File: src/ihs_pkg.sv
`timescale 1ns / 1ps
package ihs_pkg;

  localparam int WORD_W = 32;
  localparam int PC_W   = 5;
  localparam int OP_W   = 5;
  localparam int CND_W  = 4;

  // datapath operations
  localparam logic [OP_W-1:0] OP_NOP    = 5'd0;
  localparam logic [OP_W-1:0] OP_LOAD   = 5'd1;
  localparam logic [OP_W-1:0] OP_INIT   = 5'd2;
  localparam logic [OP_W-1:0] OP_BSET   = 5'd3;
  localparam logic [OP_W-1:0] OP_RDTOP  = 5'd4;
  localparam logic [OP_W-1:0] OP_HELD   = 5'd5;
  localparam logic [OP_W-1:0] OP_RDC    = 5'd6;
  localparam logic [OP_W-1:0] OP_LDA    = 5'd7;
  localparam logic [OP_W-1:0] OP_LDB    = 5'd8;
  localparam logic [OP_W-1:0] OP_WRUP   = 5'd9;
  localparam logic [OP_W-1:0] OP_WRHELD = 5'd10;
  localparam logic [OP_W-1:0] OP_SINIT  = 5'd11;
  localparam logic [OP_W-1:0] OP_RD0    = 5'd12;
  localparam logic [OP_W-1:0] OP_RDI    = 5'd13;
  localparam logic [OP_W-1:0] OP_W0     = 5'd14;
  localparam logic [OP_W-1:0] OP_WI     = 5'd15;
  localparam logic [OP_W-1:0] OP_EINIT  = 5'd16;
  localparam logic [OP_W-1:0] OP_ERD    = 5'd17;
  localparam logic [OP_W-1:0] OP_EOUT   = 5'd18;
  localparam logic [OP_W-1:0] OP_EEND   = 5'd19;

  // branch conditions: jump to target when true, else fall through
  localparam logic [CND_W-1:0] C_NEXT    = 4'd0;
  localparam logic [CND_W-1:0] C_JUMP    = 4'd1;
  localparam logic [CND_W-1:0] C_NOTLAST = 4'd2;
  localparam logic [CND_W-1:0] C_SMALL   = 4'd3;
  localparam logic [CND_W-1:0] C_IZERO   = 4'd4;
  localparam logic [CND_W-1:0] C_CGT     = 4'd5;
  localparam logic [CND_W-1:0] C_NOTGT   = 4'd6;
  localparam logic [CND_W-1:0] C_SORTPH  = 4'd7;
  localparam logic [CND_W-1:0] C_OUTBUSY = 4'd8;
  localparam logic [CND_W-1:0] C_MORE    = 4'd9;

  // program addresses
  localparam logic [PC_W-1:0] A_LOAD    = 5'd0;
  localparam logic [PC_W-1:0] A_INIT    = 5'd1;
  localparam logic [PC_W-1:0] A_BCHK    = 5'd2;
  localparam logic [PC_W-1:0] A_BSET    = 5'd3;
  localparam logic [PC_W-1:0] A_SIFT    = 5'd4;
  localparam logic [PC_W-1:0] A_HELD    = 5'd5;
  localparam logic [PC_W-1:0] A_SCHK    = 5'd6;
  localparam logic [PC_W-1:0] A_RDC     = 5'd7;
  localparam logic [PC_W-1:0] A_LDA     = 5'd8;
  localparam logic [PC_W-1:0] A_LDB     = 5'd9;
  localparam logic [PC_W-1:0] A_CMP     = 5'd10;
  localparam logic [PC_W-1:0] A_WRUP    = 5'd11;
  localparam logic [PC_W-1:0] A_SEND    = 5'd12;
  localparam logic [PC_W-1:0] A_RET     = 5'd13;
  localparam logic [PC_W-1:0] A_RETB    = 5'd14;
  localparam logic [PC_W-1:0] A_SINIT   = 5'd15;
  localparam logic [PC_W-1:0] A_SCHKI   = 5'd16;
  localparam logic [PC_W-1:0] A_RD0     = 5'd17;
  localparam logic [PC_W-1:0] A_RDI     = 5'd18;
  localparam logic [PC_W-1:0] A_W0      = 5'd19;
  localparam logic [PC_W-1:0] A_WI      = 5'd20;
  localparam logic [PC_W-1:0] A_EINIT   = 5'd21;
  localparam logic [PC_W-1:0] A_ERD     = 5'd22;
  localparam logic [PC_W-1:0] A_EOUT    = 5'd23;
  localparam logic [PC_W-1:0] A_EEND    = 5'd24;

  typedef struct packed {
    logic [OP_W-1:0]  op;
    logic [CND_W-1:0] cond;
    logic [PC_W-1:0]  target;
  } ctrl_t;

  function automatic ctrl_t ucode(input logic [PC_W-1:0] pc);
    ctrl_t w;
    w = '{op: OP_NOP, cond: C_JUMP, target: A_LOAD};
    case (pc)
      A_LOAD:  w = '{op: OP_LOAD,   cond: C_NOTLAST, target: A_LOAD};
      A_INIT:  w = '{op: OP_INIT,   cond: C_SMALL,   target: A_EINIT};
      A_BCHK:  w = '{op: OP_NOP,    cond: C_IZERO,   target: A_SINIT};
      A_BSET:  w = '{op: OP_BSET,   cond: C_NEXT,    target: A_LOAD};
      A_SIFT:  w = '{op: OP_RDTOP,  cond: C_NEXT,    target: A_LOAD};
      A_HELD:  w = '{op: OP_HELD,   cond: C_NEXT,    target: A_LOAD};
      A_SCHK:  w = '{op: OP_NOP,    cond: C_CGT,     target: A_SEND};
      A_RDC:   w = '{op: OP_RDC,    cond: C_NEXT,    target: A_LOAD};
      A_LDA:   w = '{op: OP_LDA,    cond: C_NEXT,    target: A_LOAD};
      A_LDB:   w = '{op: OP_LDB,    cond: C_NEXT,    target: A_LOAD};
      A_CMP:   w = '{op: OP_NOP,    cond: C_NOTGT,   target: A_SEND};
      A_WRUP:  w = '{op: OP_WRUP,   cond: C_JUMP,    target: A_SCHK};
      A_SEND:  w = '{op: OP_WRHELD, cond: C_NEXT,    target: A_LOAD};
      A_RET:   w = '{op: OP_NOP,    cond: C_SORTPH,  target: A_SCHKI};
      A_RETB:  w = '{op: OP_NOP,    cond: C_JUMP,    target: A_BCHK};
      A_SINIT: w = '{op: OP_SINIT,  cond: C_NEXT,    target: A_LOAD};
      A_SCHKI: w = '{op: OP_NOP,    cond: C_IZERO,   target: A_EINIT};
      A_RD0:   w = '{op: OP_RD0,    cond: C_NEXT,    target: A_LOAD};
      A_RDI:   w = '{op: OP_RDI,    cond: C_NEXT,    target: A_LOAD};
      A_W0:    w = '{op: OP_W0,     cond: C_NEXT,    target: A_LOAD};
      A_WI:    w = '{op: OP_WI,     cond: C_JUMP,    target: A_SIFT};
      A_EINIT: w = '{op: OP_EINIT,  cond: C_NEXT,    target: A_LOAD};
      A_ERD:   w = '{op: OP_ERD,    cond: C_OUTBUSY, target: A_ERD};
      A_EOUT:  w = '{op: OP_EOUT,   cond: C_MORE,    target: A_ERD};
      A_EEND:  w = '{op: OP_EEND,   cond: C_JUMP,    target: A_LOAD};
      default: w = '{op: OP_NOP,    cond: C_JUMP,    target: A_LOAD};
    endcase
    return w;
  endfunction

endpackage

File: src/ihs_item_if.sv
`timescale 1ns / 1ps
interface ihs_item_if;
  import ihs_pkg::*;

  logic                     valid;
  logic                     ready;
  logic signed [WORD_W-1:0] value;
  logic                     last;

  modport source (output valid, output value, output last, input ready);
  modport sink (input valid, input value, input last, output ready);
endinterface

File: src/ihs_result_if.sv
`timescale 1ns / 1ps
interface ihs_result_if;
  import ihs_pkg::*;

  logic                     valid;
  logic                     ready;
  logic signed [WORD_W-1:0] sorted_value;
  logic                     final_res;
  logic                     overflowed;

  modport source (output valid, output sorted_value, output final_res, output overflowed,
                  input ready);
  modport sink (input valid, input sorted_value, input final_res, input overflowed,
                output ready);
endinterface

File: src/ihs_ram.sv
`timescale 1ns / 1ps
module ihs_ram #(
  parameter int WIDTH = 32,
  parameter int DEPTH = 64
) (
  input  logic                     clk,
  input  logic                     we,
  input  logic [$clog2(DEPTH)-1:0] waddr,
  input  logic [WIDTH-1:0]         wdata,
  input  logic [$clog2(DEPTH)-1:0] raddr,
  output logic [WIDTH-1:0]         rdata
);

  logic [WIDTH-1:0] mem [DEPTH];

  always_ff @(posedge clk) begin
    if (we) begin
      mem[waddr] <= wdata;
    end
    rdata <= mem[raddr];
  end

endmodule

File: src/integer_heap_sorter.sv
`timescale 1ns / 1ps
// channel  modport  payload                                  transfer
// items    sink     value[31:0] signed, last                 valid && ready
// results  source   sorted_value[31:0] signed, final_res,    valid && ready
//                   overflowed
//
// Loading accepts one item per cycle. After last, heap build and sort run on a
// one-read, one-write element RAM; each sift level costs six program steps,
// and each result then takes a read step and an output step.
// Synchronous reset returns the program to the load step with an empty set.
// A stalled result holds the emit loop; the next set is accepted while the
// final result of a run is still waiting.
module integer_heap_sorter #(
  parameter int DEPTH = 64
) (
  input  logic clk,
  input  logic rst,
  ihs_item_if.sink     items,
  ihs_result_if.source results
);
  import ihs_pkg::*;

  localparam int AW = $clog2(DEPTH);
  localparam int CW = $clog2(DEPTH + 1);

  logic [PC_W-1:0]          pc;
  logic [PC_W-1:0]          pc_next;
  ctrl_t                    cw;
  logic                     take;
  logic [CW-1:0]            cnt;
  logic                     ovf;
  logic [CW-1:0]            n;
  logic [CW-1:0]            k;
  logic [AW-1:0]            i;
  logic [AW-1:0]            top;
  logic [AW:0]              child;
  logic [AW-1:0]            last_idx;
  logic                     phase;
  logic signed [WORD_W-1:0] a;
  logic signed [WORD_W-1:0] held;
  logic                     xfer;

  logic                     we;
  logic [AW-1:0]            waddr;
  logic [WORD_W-1:0]        wdata;
  logic [AW-1:0]            raddr;
  logic [WORD_W-1:0]        rdata;

  ihs_ram #(.WIDTH(WORD_W), .DEPTH(DEPTH)) u_ram (
    .clk   (clk),
    .we    (we),
    .waddr (waddr),
    .wdata (wdata),
    .raddr (raddr),
    .rdata (rdata)
  );

  assign cw = ucode(pc);
  assign items.ready = (cw.op == OP_LOAD);
  assign xfer = items.valid && items.ready;

  always_comb begin
    case (cw.cond)
      C_NEXT:    take = 1'b0;
      C_JUMP:    take = 1'b1;
      C_NOTLAST: take = !(xfer && items.last);
      C_SMALL:   take = (cnt < CW'(2));
      C_IZERO:   take = (i == '0);
      C_CGT:     take = (child > {1'b0, last_idx});
      C_NOTGT:   take = !(a > held);
      C_SORTPH:  take = phase;
      C_OUTBUSY: take = results.valid && !results.ready;
      C_MORE:    take = (CW'(k + 1'b1) != n);
      default:   take = 1'b0;
    endcase
    pc_next = take ? cw.target : PC_W'(pc + 1'b1);
  end

  always_comb begin
    we    = 1'b0;
    waddr = top;
    wdata = a;
    raddr = top;
    case (cw.op)
      OP_LOAD: begin
        we    = xfer && (cnt < CW'(DEPTH));
        waddr = cnt[AW-1:0];
        wdata = items.value;
      end
      OP_WRUP:   we = 1'b1;
      OP_WRHELD: begin
        we    = 1'b1;
        wdata = held;
      end
      OP_W0: begin
        we    = 1'b1;
        waddr = '0;
        wdata = rdata;
      end
      OP_WI: begin
        we    = 1'b1;
        waddr = i;
      end
      OP_RDC:  raddr = child[AW-1:0];
      OP_LDA:  raddr = AW'(child + 1'b1);
      OP_RD0:  raddr = '0;
      OP_RDI:  raddr = i;
      OP_ERD:  raddr = k[AW-1:0];
      default: raddr = top;
    endcase
  end

  always_ff @(posedge clk) begin
    if (rst) begin
      pc            <= A_LOAD;
      cnt           <= '0;
      ovf           <= 1'b0;
      phase         <= 1'b0;
      results.valid <= 1'b0;
    end else begin
      pc <= pc_next;
      if (results.valid && results.ready) begin
        results.valid <= 1'b0;
      end
      case (cw.op)
        OP_LOAD: begin
          if (xfer) begin
            if (cnt < CW'(DEPTH)) begin
              cnt <= CW'(cnt + 1'b1);
            end else begin
              ovf <= 1'b1;
            end
          end
        end
        OP_INIT: begin
          n <= cnt;
          i <= AW'(cnt >> 1);
        end
        OP_BSET: begin
          i        <= AW'(i - 1'b1);
          top      <= AW'(i - 1'b1);
          last_idx <= AW'(n - 1'b1);
          phase    <= 1'b0;
        end
        OP_RDTOP: child <= {top, 1'b1};
        OP_HELD:  held <= rdata;
        OP_LDA:   a <= rdata;
        OP_LDB: begin
          if ((child < {1'b0, last_idx}) && ($signed(rdata) > a)) begin
            child <= (AW + 1)'(child + 1'b1);
            a     <= rdata;
          end
        end
        OP_WRUP: begin
          top   <= child[AW-1:0];
          child <= {child[AW-1:0], 1'b1};
        end
        OP_SINIT: begin
          i     <= AW'(n - 1'b1);
          phase <= 1'b1;
        end
        OP_RDI: a <= rdata;
        OP_WI: begin
          top      <= '0;
          last_idx <= AW'(i - 1'b1);
          i        <= AW'(i - 1'b1);
        end
        OP_EINIT: k <= '0;
        OP_EOUT: begin
          results.valid        <= 1'b1;
          results.sorted_value <= rdata;
          results.final_res    <= (CW'(k + 1'b1) == n);
          results.overflowed   <= ovf;
          k                    <= CW'(k + 1'b1);
        end
        OP_EEND: begin
          cnt <= '0;
          ovf <= 1'b0;
        end
        default: ;
      endcase
    end
  end

  a_no_overwrite: assert property (@(posedge clk) disable iff (rst)
    (cw.op == OP_EOUT) |-> !results.valid)
    else $error("result register loaded while occupied");

  a_cnt_bound: assert property (@(posedge clk) disable iff (rst)
    cnt <= CW'(DEPTH))
    else $error("element count beyond capacity");

  a_ovf_full: assert property (@(posedge clk) disable iff (rst)
    ovf |-> (cnt == CW'(DEPTH)))
    else $error("overflow flagged with store not full");

  a_child_range: assert property (@(posedge clk) disable iff (rst)
    (cw.op == OP_RDC) |-> (child <= {1'b0, last_idx}))
    else $error("child read outside heap");

  a_load_after_final: assert property (@(posedge clk) disable iff (rst)
    (cw.op == OP_EEND) |=> (pc == A_LOAD) && (cnt == '0))
    else $error("run end did not return to load with empty set");

endmodule

File: src/flat_wrapper.sv
// flat-port wrapper written by rule: the top's interface ports become plain ports
module integer_heap_sorter_flat import ihs_pkg::*;
#(
  parameter int DEPTH = 64
)
  (clk, rst, items_valid, items_value, items_last, items_ready, results_valid, results_sorted_value, results_final_res, results_overflowed, results_ready);
  ihs_item_if items_i ();
  ihs_result_if results_i ();
  input  logic clk;
  input  logic rst;
  input wire logic [$bits(items_i.valid)-1:0] items_valid;
  input wire logic [$bits(items_i.value)-1:0] items_value;
  input wire logic [$bits(items_i.last)-1:0] items_last;
  output wire logic [$bits(items_i.ready)-1:0] items_ready;
  output wire logic [$bits(results_i.valid)-1:0] results_valid;
  output wire logic [$bits(results_i.sorted_value)-1:0] results_sorted_value;
  output wire logic [$bits(results_i.final_res)-1:0] results_final_res;
  output wire logic [$bits(results_i.overflowed)-1:0] results_overflowed;
  input wire logic [$bits(results_i.ready)-1:0] results_ready;
  assign items_i.valid = items_valid;
  assign items_i.value = items_value;
  assign items_i.last = items_last;
  assign items_ready = items_i.ready;
  assign results_valid = results_i.valid;
  assign results_sorted_value = results_i.sorted_value;
  assign results_final_res = results_i.final_res;
  assign results_overflowed = results_i.overflowed;
  assign results_i.ready = results_ready;
  integer_heap_sorter #(.DEPTH(DEPTH)) u_core (.clk(clk), .rst(rst), .items(items_i), .results(results_i));
endmodule
File: config.mk
export PLATFORM = sky130hd
export DESIGN_NAME = integer_heap_sorter_flat
export DESIGN_NICKNAME = d
export VERILOG_FILES = /design/src/ihs_pkg.sv /design/src/ihs_item_if.sv /design/src/ihs_result_if.sv /design/src/ihs_ram.sv /design/src/integer_heap_sorter.sv /design/src/flat_wrapper.sv
export SDC_FILE = /design/constraint.sdc
export NUM_CORES = 2
export LEC_CHECK = 0
export BUFFER_PORTS_ARGS = -buffer_cell sky130_fd_sc_hd__buf_2
export CAP_MARGIN = 10
export CORE_ASPECT_RATIO = 0.8
export CORE_MARGIN = 2
export CORE_UTILIZATION = 60
export CTS_BUF_LIST = sky130_fd_sc_hd__clkbuf_2
export DETAILED_ROUTE_END_ITERATION = 10
export GPL_ROUTABILITY_DRIVEN = 0
export PLACE_DENSITY = 0.76
export SETUP_SLACK_MARGIN = 0.4
export SLEW_MARGIN = 30
export SYNTH_ARGS = -nofsm -noshare
export SYNTH_HDL_FRONTEND = slang
export SYNTH_SLANG_ARGS = --single-unit
export TNS_END_PERCENT = 5
File: constraint.sdc
create_clock -name clk -period 6.7 [get_ports clk]
set_input_delay 1.675 -clock clk [delete_from_list [all_inputs] [get_ports clk]]
set_output_delay 1.675 -clock clk [all_outputs]
set_load 0.02 [all_outputs]
==> impl_metrics.env <==
export IMPL_status="complete, no violations"
export IMPL_first_iter_violations=10800
export IMPL_synth_area_um2=90800
export IMPL_async_reset_ff_share_pct=0
export IMPL_via_count=61600
export IMPL_overflow=0
export IMPL_drt_total_wl_um=256000
export IMPL_mostFrequentLayoutCell="edfxtp_1"
export IMPL_ys_dominant_reg_cell="edfxtp_1"
export IMPL_port_buffers=72
export IMPL_synth_distinct_cells=84
export IMPL_core_area_um2=150000
export IMPL_pwr_share_clk_pct=23.4
export IMPL_grt_pass1_wl_um=375000
export IMPL_ys_seq_elements=2246
export IMPL_holdCritPathClass="primary input to flip-flop"
export IMPL_worstSkewPairLatency_ns=1.88
export IMPL_leakage_uw=0.0356
export IMPL_setup_viol=0
export IMPL_p_int_uw=24300
export IMPL_combPwrFrac_pct=27.0
export IMPL_fillers=10500
export IMPL_worst_slew_pin_slew_ns=1.30
export IMPL_drtPass1Iterations=8
export IMPL_die_x_um=439
export IMPL_instances_no_fill=9629
export IMPL_finalClockSkew_ns=0.167
export IMPL_dieHeight_um=352
export IMPL_cts_resized=0
export IMPL_grt_antenna_before_repair=14
export IMPL_dpl_hpwl_um=148000
export IMPL_max_slew_margin_pct=13.2
export IMPL_ys_seq_area_share_pct=73.6
export IMPL_seqPwrFrac_pct=49.6
export IMPL_io_pin_count=73
export IMPL_rows=127
export IMPL_syn_area_per_cell_um2=13.3
export IMPL_swShare_pct=36.2
export IMPL_power_switching_uw=13800
export IMPL_cts_sinks=2246
export IMPL_worstPathArrival_ns=4.40
export IMPL_placed_cell_area_um2=94900
export IMPL_start_kind="flip-flop"
export IMPL_remaining_drc_errors=0
export IMPL_root_buffer="clkbuf_2"
export IMPL_grt_pass1_vias=58700
export IMPL_fmax_ghz=0.165
export IMPL_synth_edf_count=2185
export IMPL_clk_pin_slew_worst_paths_ns=0.14
export IMPL_vias_per_cell=6.40
export IMPL_stdcell_area_um2=99600
export IMPL_grtUsageTotal_pct=32.8
export IMPL_grt_max_degree=179
export IMPL_rsz0062_at_grt="false"
export IMPL_synth_nets=6953
export IMPL_finalSetupTns_ns=0
export IMPL_vdd_drop_max_mv=0.257
export IMPL_nets=7398
export IMPL_critPathRequiredTime_ns=5.03
export IMPL_cp_end_kind="output port"
export IMPL_hold_viol_final=0
export IMPL_clock_path_buffers=4
export IMPL_tritoncts="built"
export IMPL_final_max_slew_viol_count=0
export IMPL_h_tree_depth=6
export IMPL_critical_path_peak_fanout=35
export IMPL_finish_utilization_pct=66.3
export IMPL_numCtsBuffers=538
export IMPL_initial_core_util_pct=60.5
export IMPL_die_area_um2=155000
export IMPL_power_uw=38100
export IMPL_place_inst=8736
export IMPL_maxCapViolCount=0
export IMPL_syn_to_final_growth_pct=9.66
export IMPL_min_period_ns=6.08
export IMPL_wl_per_cell_um=26.6
export IMPL_final_cell_mix="edfxtp_1 (2185), nand2_1 (1883), nand3_1 (824), clkbuf_2 (788), buf_4 (193)"
export IMPL_path_class="flip-flop to output port"
export IMPL_ctsHoldBuffers=1
export IMPL_ys_warn_count=0
export IMPL_power_density_nw_per_um2=382
export IMPL_period_share_pct=90.7
export IMPL_syn_inst=6834
export IMPL_ant_nets=0
export IMPL_drive_gt1_share_pct=18.0
export IMPL_post_cts_buffers=0
-- kinds of logic after synthesis --
logic type               Yosys count  synth area share (%)
flip-flops                      2246                  73.6
buffers and inverters            490                  2.35
AO/OA/AOI/OAI                    682                  5.21
AND/OR/NAND/NOR                 3202                  15.3
XOR/XNOR                          35                 0.361
multiplexers                      97                  2.07
adder cells (fa/ha/maj)           82                  1.13
-- flip-flops by register name, indices dropped and copies added, names as in the netlist, 7 cells and up --
register	flops
u_core.u_ram.mem	2048
u_core.a	32
u_core.held	32
u_core.results.sorted_value	32
u_core.u_ram.rdata	32
u_core.cw	14
u_core.child	7
u_core.cnt	7
u_core.k	7
u_core.n	7
-- layer usage --
layer | wire, µm | part of all wire (%) | up-vias | global-route usage [%]
li1 | - | - | 26400 | -
met2 | 112000 | 44 | 4974 | 46.4
met3 | 41900 | 16 | 573 | 11.1
met1 | 94500 | 37 | 29700 | 47.3
met5 | 80 | 0.031 | - | 0
met4 | 8360 | 3.3 | 10 | 12.5
-- worst max-delay path: stages (launching register included) --
cell and delay, ns:
dfxtp_1 0.93, or3b_1 0.60, nor2_8 0.27, buf_4 0.44, buf_2 0.26
-- final timing paths --
check             cells after the start         start  slack, ns                         to
hold reg to reg                       0    u_core.ovf       0.45  u_core.results.overflowed
setup / recovery                      4  u_core.cw[9]       0.62                items_ready
hold / removal                        3   items_valid       0.25                 u_core.ovf
setup reg to reg                     13  u_core.cw[9]       1.02     u_core.u_ram.rdata[26]
-- synthesized netlist by cell type (31+ instances only) --
cell / n / area share (%)
a21boi_0: 109 / 0.90
a21oi_1: 156 / 0.86
a222oi_1: 36 / 0.40
a22oi_1: 31 / 0.26
a311oi_1: 41 / 0.40
a31oi_1: 97 / 0.67
a32oi_1: 41 / 0.40
and3_1: 115 / 0.79
buf_1: 65 / 0.27
buf_2: 158 / 0.87
clkbuf_1: 152 / 0.63
dfxtp_1: 61 / 1.3
edfxtp_1: 2185 / 72
ha_1: 82 / 1.1
inv_1: 92 / 0.38
mux4_2: 72 / 1.8
nand2_1: 1921 / 7.9
nand3_1: 824 / 4.5
nor2_1: 155 / 0.64
nor3_1: 31 / 0.17
nor4_1: 50 / 0.34
o21ai_0: 54 / 0.30
-- layout make-up --
| class | instances | area (µm²) | area share [%] |
|---|---|---|---|
| flip-flops and latches | 2246 | 66800 | 67.1 |
| multi-input cells | 4098 | 22700 | 22.8 |
| clock buffers | 788 | 3940 | 3.96 |
| well taps | 1999 | 2500 | 2.51 |
| repair buffers | 301 | 2500 | 2.51 |
| clock inverters | 92 | 704 | 0.707 |
| inverters | 94 | 354 | 0.355 |
| diodes | 11 | 27.5 | 0.0276 |
-- power by group through the flow --
stage	clock network, µW	logic [µW]	registers, µW
after floorplan	0	5760	18800
after global placement	0	9510	19100
after detailed placement	0	9880	19100
after CTS	8960	9920	18800
after global routing	9680	10800	18900
final	8920	10300	18900
-- through the flow --
stage	setup slack, ns	hold slack (ns)
floorplan	0.945	0.409
detailed placement	1.39	0.438
CTS	0.520	0.104
global placement	0.240	0.433
global route	0.502	0.191
finish	0.624	0.249
No activity file was read; power rests on OpenSTA's default activity.
